File: config.mk
export PLATFORM = sky130hd
export DESIGN_NAME = epr_ctrl
export DESIGN_NICKNAME = d
export VERILOG_FILES = /design/src/hdl/epr_pkg.sv /design/src/hdl/epr_ctrl.sv
export SDC_FILE = /design/constraint.sdc
export NUM_CORES = 1
export LEC_CHECK = 0
export BUFFER_PORTS_ARGS = -buffer_cell sky130_fd_sc_hd__buf_2
export CAP_MARGIN = 40
export CORE_MARGIN = 1.5
export CORE_UTILIZATION = 48
export CTS_CLUSTER_SIZE = 8
export DETAILED_ROUTE_END_ITERATION = 8
export PLACE_DENSITY_LB_ADDON = 0.12
export SETUP_SLACK_MARGIN = 0.02
export SLEW_MARGIN = 15
export SYNTH_ARGS = -nofsm -noshare
export SYNTH_HDL_FRONTEND = slang
export SYNTH_SLANG_ARGS = --single-unit
File: constraint.sdc
create_clock -name clk -period 2.3 [get_ports clk]
set_clock_uncertainty 0.2 [all_clocks]
set_input_delay 0.115 -clock clk [delete_from_list [all_inputs] [get_ports clk]]
set_output_delay 0.115 -clock clk [all_outputs]
set_load 0.01 [all_outputs]
File: src/hdl/epr_pkg.sv
// Shared types, widths and constants of the ellipse phantom rasterizer.
package epr_pkg;

    // Number of shape slots held in the shape memory
    localparam int MAX_SHAPES = 32;

    // Field widths
    localparam int OP_W       = 1;
    localparam int SLOT_W     = 5;
    localparam int INT_W      = 16;
    localparam int POS_W      = 18;
    localparam int AXIS_W     = 24;
    localparam int ROT_W      = 18;
    localparam int OUT_W      = 24;
    localparam int CFG_IDX_W  = 1;
    localparam int CFG_DATA_W = 6;
    localparam int COUNT_W    = 6;

    // Slot addressing and shape counting
    localparam int ADDR_W = (MAX_SHAPES > 1) ? $clog2(MAX_SHAPES) : 1;
    localparam int CNT_W  = $clog2(MAX_SHAPES + 1);
    localparam int CMP_W  = 8;

    // Datapath widths
    localparam int Q_W   = POS_W + 1;          // q0, q1
    localparam int M_W   = ROT_W + 1;          // c, s or c-s, c+s
    localparam int P_W   = Q_W + M_W;          // first products
    localparam int UV_W  = P_W + 1;            // rotated coordinates
    localparam int XY_W  = UV_W + AXIS_W;      // scaled coordinates, Q.48
    localparam int MAG_W = XY_W;               // magnitudes
    localparam int SUM_W = MAG_W + 1;          // diamond sum
    localparam int TR_W  = 25;                 // truncated magnitude, Q.24
    localparam int SQ_W  = 2 * TR_W;           // squares, Q.48
    localparam int SQS_W = SQ_W + 1;           // sum of squares

    // Fixed point positions of the coverage tests
    localparam int FRAC_CUT = 24;              // bits dropped before squaring
    localparam int TWO_POS  = 49;              // 2.0 at Q.48
    localparam int ONE_POS  = 48;              // 1.0 at Q.48

    // Accumulator and saturation
    localparam int ACC_W = INT_W + CNT_W + 1;
    localparam int EXT_W = ACC_W + OUT_W;

    // Operation codes
    localparam logic [OP_W-1:0] OP_LOAD = 1'b0;
    localparam logic [OP_W-1:0] OP_EVAL = 1'b1;

    // Configuration register indexes
    localparam logic [CFG_IDX_W-1:0] CFG_SHAPE_COUNT = 1'b0;
    localparam logic [CFG_IDX_W-1:0] CFG_SHAPE_KIND  = 1'b1;

    // Shape kinds
    localparam logic KIND_ELLIPSE = 1'b0;
    localparam logic KIND_DIAMOND = 1'b1;

    // One stored shape slot
    typedef struct packed {
        logic [INT_W-1:0]  int_re;
        logic [INT_W-1:0]  int_im;
        logic [POS_W-1:0]  cen_x;
        logic [POS_W-1:0]  cen_y;
        logic [AXIS_W-1:0] iax;
        logic [AXIS_W-1:0] iay;
        logic [ROT_W-1:0]  cos_a;
        logic [ROT_W-1:0]  sin_a;
    } shape_t;

    localparam int SHAPE_W = $bits(shape_t);

    // Controller states
    typedef enum logic [1:0] {
        ST_IDLE,
        ST_RUN,
        ST_DRAIN
    } state_t;

    // Controller to datapath commands
    typedef struct packed {
        logic              start;     // latch point, clear sums
        logic              wr_en;     // store shape slot
        logic [ADDR_W-1:0] wr_addr;
        logic              rd_en;     // fetch shape slot into the pipe
        logic [ADDR_W-1:0] rd_addr;
        logic              kind;      // coverage test select
        logic              out_load;  // move sums into the output register
    } ctl_cmd_t;

    // Datapath to controller status
    typedef struct packed {
        logic busy;      // shapes still in flight
        logic out_free;  // output register can take a result this cycle
    } dp_stat_t;

endpackage

File: src/hdl/epr_ctrl.sv
// Controller: configuration registers, transaction acceptance and slot sequencing.
module epr_ctrl (
    input  logic                             clk,
    input  logic                             rst_n,
    input  logic                             in_valid,
    output logic                             in_stall,
    input  logic [epr_pkg::OP_W-1:0]         op,
    input  logic [epr_pkg::SLOT_W-1:0]       slot,
    input  logic                             cfg_we,
    input  logic [epr_pkg::CFG_IDX_W-1:0]    cfg_index,
    input  logic [epr_pkg::CFG_DATA_W-1:0]   cfg_data,
    input  epr_pkg::dp_stat_t                stat,
    output epr_pkg::ctl_cmd_t                cmd
);

    import epr_pkg::*;

    state_t               state_reg, state_next;
    logic [CNT_W-1:0]     cnt_reg, cnt_next;
    logic [CNT_W-1:0]     cnt_inc;
    logic [COUNT_W-1:0]   count_reg, count_next;
    logic                 kind_reg, kind_next;
    logic [CMP_W-1:0]     count_ext;
    logic [CMP_W-1:0]     lim_ext;
    logic [CMP_W-1:0]     slot_ext;
    logic [CNT_W-1:0]     n_lim;
    logic                 slot_ok;
    logic                 in_acc;

    // Transaction acceptance
    assign in_stall = (state_reg != ST_IDLE);
    assign in_acc   = in_valid && !in_stall;

    // Visited slot count, clipped to capacity
    assign count_ext = CMP_W'(count_reg);
    assign lim_ext   = (count_ext > CMP_W'(MAX_SHAPES)) ? CMP_W'(MAX_SHAPES) : count_ext;
    assign n_lim     = lim_ext[CNT_W-1:0];
    assign cnt_inc   = cnt_reg + CNT_W'(1);

    // Loads to slots beyond capacity are dropped
    assign slot_ext = CMP_W'(slot);
    assign slot_ok  = (slot_ext < CMP_W'(MAX_SHAPES));

    // Next state
    always_comb
    begin
        state_next = state_reg;
        unique case (state_reg)
            ST_IDLE:
            begin
                if (in_acc && (op == OP_EVAL))
                begin
                    state_next = (n_lim == '0) ? ST_DRAIN : ST_RUN;
                end
            end
            ST_RUN:
            begin
                if (cnt_inc == n_lim)
                begin
                    state_next = ST_DRAIN;
                end
            end
            ST_DRAIN:
            begin
                if (!stat.busy && stat.out_free)
                begin
                    state_next = ST_IDLE;
                end
            end
            default:
            begin
                state_next = ST_IDLE;
            end
        endcase
    end

    // Command outputs
    always_comb
    begin
        cmd          = '0;
        cmd.kind     = kind_reg;
        cmd.wr_addr  = slot_ext[ADDR_W-1:0];
        cmd.rd_addr  = cnt_reg[ADDR_W-1:0];
        unique case (state_reg)
            ST_IDLE:
            begin
                cmd.wr_en = in_acc && (op == OP_LOAD) && slot_ok;
                cmd.start = in_acc && (op == OP_EVAL);
            end
            ST_RUN:
            begin
                cmd.rd_en = 1'b1;
            end
            ST_DRAIN:
            begin
                cmd.out_load = !stat.busy && stat.out_free;
            end
            default:
            begin
                cmd = '0;
            end
        endcase
    end

    // Slot issue counter
    always_comb
    begin
        cnt_next = cnt_reg;
        if (cmd.start)
        begin
            cnt_next = '0;
        end
        else if (cmd.rd_en)
        begin
            cnt_next = cnt_inc;
        end
    end

    // Configuration writes
    always_comb
    begin
        count_next = count_reg;
        kind_next  = kind_reg;
        if (cfg_we)
        begin
            unique case (cfg_index)
                CFG_SHAPE_COUNT: count_next = cfg_data[COUNT_W-1:0];
                CFG_SHAPE_KIND:  kind_next  = cfg_data[0];
                default:         count_next = count_reg;
            endcase
        end
    end

    // Control registers
    always_ff @(posedge clk or negedge rst_n)
    begin
        if (!rst_n)
        begin
            state_reg <= ST_IDLE;
            cnt_reg   <= '0;
            count_reg <= '0;
            kind_reg  <= KIND_ELLIPSE;
        end
        else
        begin
            state_reg <= state_next;
            cnt_reg   <= cnt_next;
            count_reg <= count_next;
            kind_reg  <= kind_next;
        end
    end

    // Result is only released once the pipe is empty
    a_out_after_drain: assert property (@(posedge clk) disable iff (!rst_n)
        cmd.out_load |-> !stat.busy)
        else $error("result released while shapes still in flight");

    // Never fetch a slot past the visited count
    a_cnt_in_range: assert property (@(posedge clk) disable iff (!rst_n)
        (state_reg == ST_RUN) |-> (cnt_reg < n_lim))
        else $error("slot fetch beyond shape count");

    // An evaluate transaction always leaves the idle state
    a_start_leaves_idle: assert property (@(posedge clk) disable iff (!rst_n)
        cmd.start |=> (state_reg != ST_IDLE))
        else $error("evaluate accepted but controller stayed idle");

endmodule

==> Flow_metrics.wiki <==
{| class="wikitable"
! Metric !! Value
|-
| Die height || 47.95 um
|-
| Remaining antenna violation count after routing || 0
|-
| Commonest non-fill, non-tap cell in the layout || buf_2
|-
| Internal portion of total power || 0.0007277 W
|-
| Leading area contributor after synthesis || dfrtp_1
|-
| Number of violations reported at the end of detailed-routing iteration 0 || 11
|-
| Seq pwr share || 0.347
|-
| Fraction of power consumed by the clock network || 0.123
|-
| Total setup buffers inserted after CTS || 0
|-
| Clock transition at the registers of the reported paths || 90 ps
|-
| Effective utilization at floorplan || 0.5046
|-
| HPWL after detailed placement || 1486 um
|-
| Pin count of the biggest net entering global routing || 16
|-
| Vias after detailed routing || 853
|-
| Clock H-tree levels || 1
|-
| Die W || 47.95 um
|-
| Proportion of power drawn by combinational gates || 0.531
|-
| Post-synthesis area per instance || 9.795 um^2
|-
| Critical Path Start Type || register
|-
| Pre-CTS setup slack || 224.4 ps
|-
| Count of port buffers added during placement || 34
|-
| Relative area change from synthesis to final layout || 30.45%
|-
| Slew margin rel. || 0.6723
|-
| Synth warnings || 0
|-
| Final hold violation count || 0
|-
| Fraction of final layout cells with drive strength greater than 1 || 0.3732
|-
| DRC Markers || 0
|-
| Ratio of routed vias to standard cells || 5.047
|-
| Max-slew violation count || 0
|-
| Final setup slack of the worst path || 220.6 ps
|-
| Routed length per instance || 11.67 um
|-
| Num rows || 16
|-
| Initial antenna violation count || 0
|-
| Most frequent cells in the layout || 34 x buf_2, 15 x dfrtp_1, 12 x nand2_1
|-
| CTS tree || yes
|-
| Run status || complete, no violations
|-
| Unrepaired setup endpoints after global routing || false
|-
| Register area share after synthesis || 0.3871
|-
| Path type of the worst min-delay path || primary input to asynchronous set/reset pin
|-
| Number of iterations in the first detailed-routing pass || 4
|-
| Number of unique standard cell types used by synthesis || 38
|-
| Overall global routing resource usage || 0.1947
|-
| Post-Syn Area || 969.7 um^2
|-
| Worst endpoint data arrival time || 2050 ps
|-
| Power dissipated by switching net loads || 0.0004985 W
|-
| Die outline area || 2299 um^2
|-
| Portion of the clock cycle consumed by the worst path in the final layout || 0.9041
|-
| I/O pin cnt || 35
|-
| Number of nets produced by synthesis || 119
|-
| Clock Sink Count || 15
|-
| Total congestion overflow || 0
|-
| Std-Cell Core Area || 1922 um^2
|-
| Critical path class || register to register
|-
| Origin of the critical flop-to-flop path || cnt_reg[1]
|-
| Biggest area contributors in the synthesized netlist || dfrtp_1 39%, mux2_2 8.1%, and2_1 6.5%
|-
| WL final || 1973 um
|-
| Min Tclk post-route || 2079 ps
|-
| Clk buf depth || 2
|-
| Fmax achieved || 0.4809 GHz
|-
| Root buf cell || clkbuf_4
|-
| Final Total Pwr || 0.001226 W
|-
| Power per cell area || 969.4 nW/um^2
|-
| Required time of the critical path || 2270 ps
|-
| Worst-path cell chain || ha_1 > xnor2_1 > and4b_1 > o311ai_1 > a31oi_2 > a211o_1
|-
| Total leakage power || 0.6031 nW
|-
| Crit. End Element || register
|-
| Gate count after technology mapping || 99
|-
| Final setup TNS || 0 ps
|-
| Total inserted antenna cells || 0
|-
| Placer congestion estimate || 0.8289
|-
| Number of global-route vias before repair || 738
|-
| First-pass GRT wire length || 3105 um
|-
| PostCTS Resize Cnt || 0
|-
| Clock buffers created by TritonCTS || 3
|-
| Critical Path Start || cnt_reg[1]
|-
| Hold-fix buffer count after cts || 8
|-
| Critical-path maximum fanout || 5
|-
| Max-Cap Viols || 0
|-
| CP max-delay cell || dfrtp_1
|-
| Insertion delay of the later-clocked pin in the worst-skew pair || 280 ps
|-
| Number of nets at the end of the flow || 163
|-
| Post-synthesis register bit count || 15
|-
| Worst stage delay on the critical path || 440 ps
|-
| Maximum resistive drop on vdd || 597.1 uV
|-
| Worst-Margin Slew || 490.5 ps
|-
| Final setup violation count || 0
|-
| Fraction of synthesized cell area taken by the top area cell type || 0.3871
|-
| Switching part of the total || 0.4065
|}
layer usage:
layer / part of all wire / up-vias / track usage / wire (um)
li1: - / 435 / - / -
met2: 0.50 / 27 / 0.3387 / 989
met1: 0.43 / 387 / 0.2401 / 857
met5: 0 / - / 0 / 0
met4: 0.012 / 0 / 0.08649 / 24
met3: 0.051 / 4 / 0.02264 / 101
metrics by stage:
stage | area, um^2 | hold WS, ps | std cells | utilization
after floorplan | 969.7 | -380.6 | 99 | -
after detailed placement | 1159 | -161.2 | 157 | 0.6029
after global routing | 1265 | 96.44 | 169 | 0.6582
final | 1265 | 58.09 | 169 | 0.6582
after global placement | 1159 | -162.6 | 157 | 0.6029
after CTS | 1265 | 69.97 | 169 | 0.6582
logic make-up after synthesis:
kind of cell | synth area share
AND/OR/NAND/NOR | 0.2878
flip-flops | 0.3871
AO/OA/AOI/OAI | 0.1058
XOR/XNOR | 0.09162
multiplexers | 0.08129
buffers and inverters | 0.03355
adder cells (fa/ha/maj) | 0.01290
Yosys cell counts:
cell type / instances
a211o_1: 1
a21oi_1: 1
a31oi_1: 1
a31oi_2: 1
and2_1: 10
and2_2: 1
and3_1: 2
and3_2: 1
and3_4: 1
and3b_1: 1
and4b_1: 1
buf_4: 2
clkbuf_1: 2
dfrtp_1: 15
ha_1: 1
inv_1: 1
inv_4: 1
mux2_2: 7
nand2_1: 12
nand2b_1: 1
nand3_2: 1
nor2_1: 7
nor2b_1: 4
nor3_1: 2
nor3b_1: 1
nor4_1: 2
o211ai_1: 1
o21a_1: 1
o21ai_1: 4
o21ba_2: 1
o311ai_1: 1
o31ai_1: 1
o41ai_1: 1
or3_1: 1
or4b_2: 1
xnor2_1: 3
xnor3_1: 2
xor2_1: 2
power by group through the flow:
stage	clock, W	combinational, W	sequential [W]
floorplan	0	0.000474	0.000421
global placement	0	0.000624	0.000427
detailed placement	0	0.000640	0.000432
CTS	0.000157	0.000654	0.000426
global route	0.000160	0.000726	0.000440
finish	0.000150	0.000651	0.000425
area by class of cell:
cell class,instances,area (um^2)
Inverter,2,10.01
Timing Repair Buffer,43,257.7
Tap cell,27,33.78
Sequential cell,15,375.4
Fill cell,172,656.9
Clock buffer,4,26.28
Multi-Input combinational cell,78,561.8
worst max-delay path, delay by kind of cell, from the launching register on:
kind	cells	cell delay, ps
adders and majority gates	1	360
and+or+nand+nor	1	190
AOI/OAI and AO/OA	3	640
xor gates and xnor gates	1	150
DFF	1	440
final timing paths:
| path | endpoint | slack [ps] | depth (start not counted) |
|---|---|---|---|
| worst max-delay path | state_reg[1] | 220 | 6 |
| worst min-delay path | cnt_reg[2] | 60 | 2 |
| worst max register to register | state_reg[1] | 220 | 6 |
| worst min register to register | count_reg[0] | 330 | 1 |
| max in group asynchronous | count_reg[1] | 1600 | 2 |
| min in group clk | state_reg[1] | 90 | 4 |
Note: power is estimated with default switching activity, not from simulation.
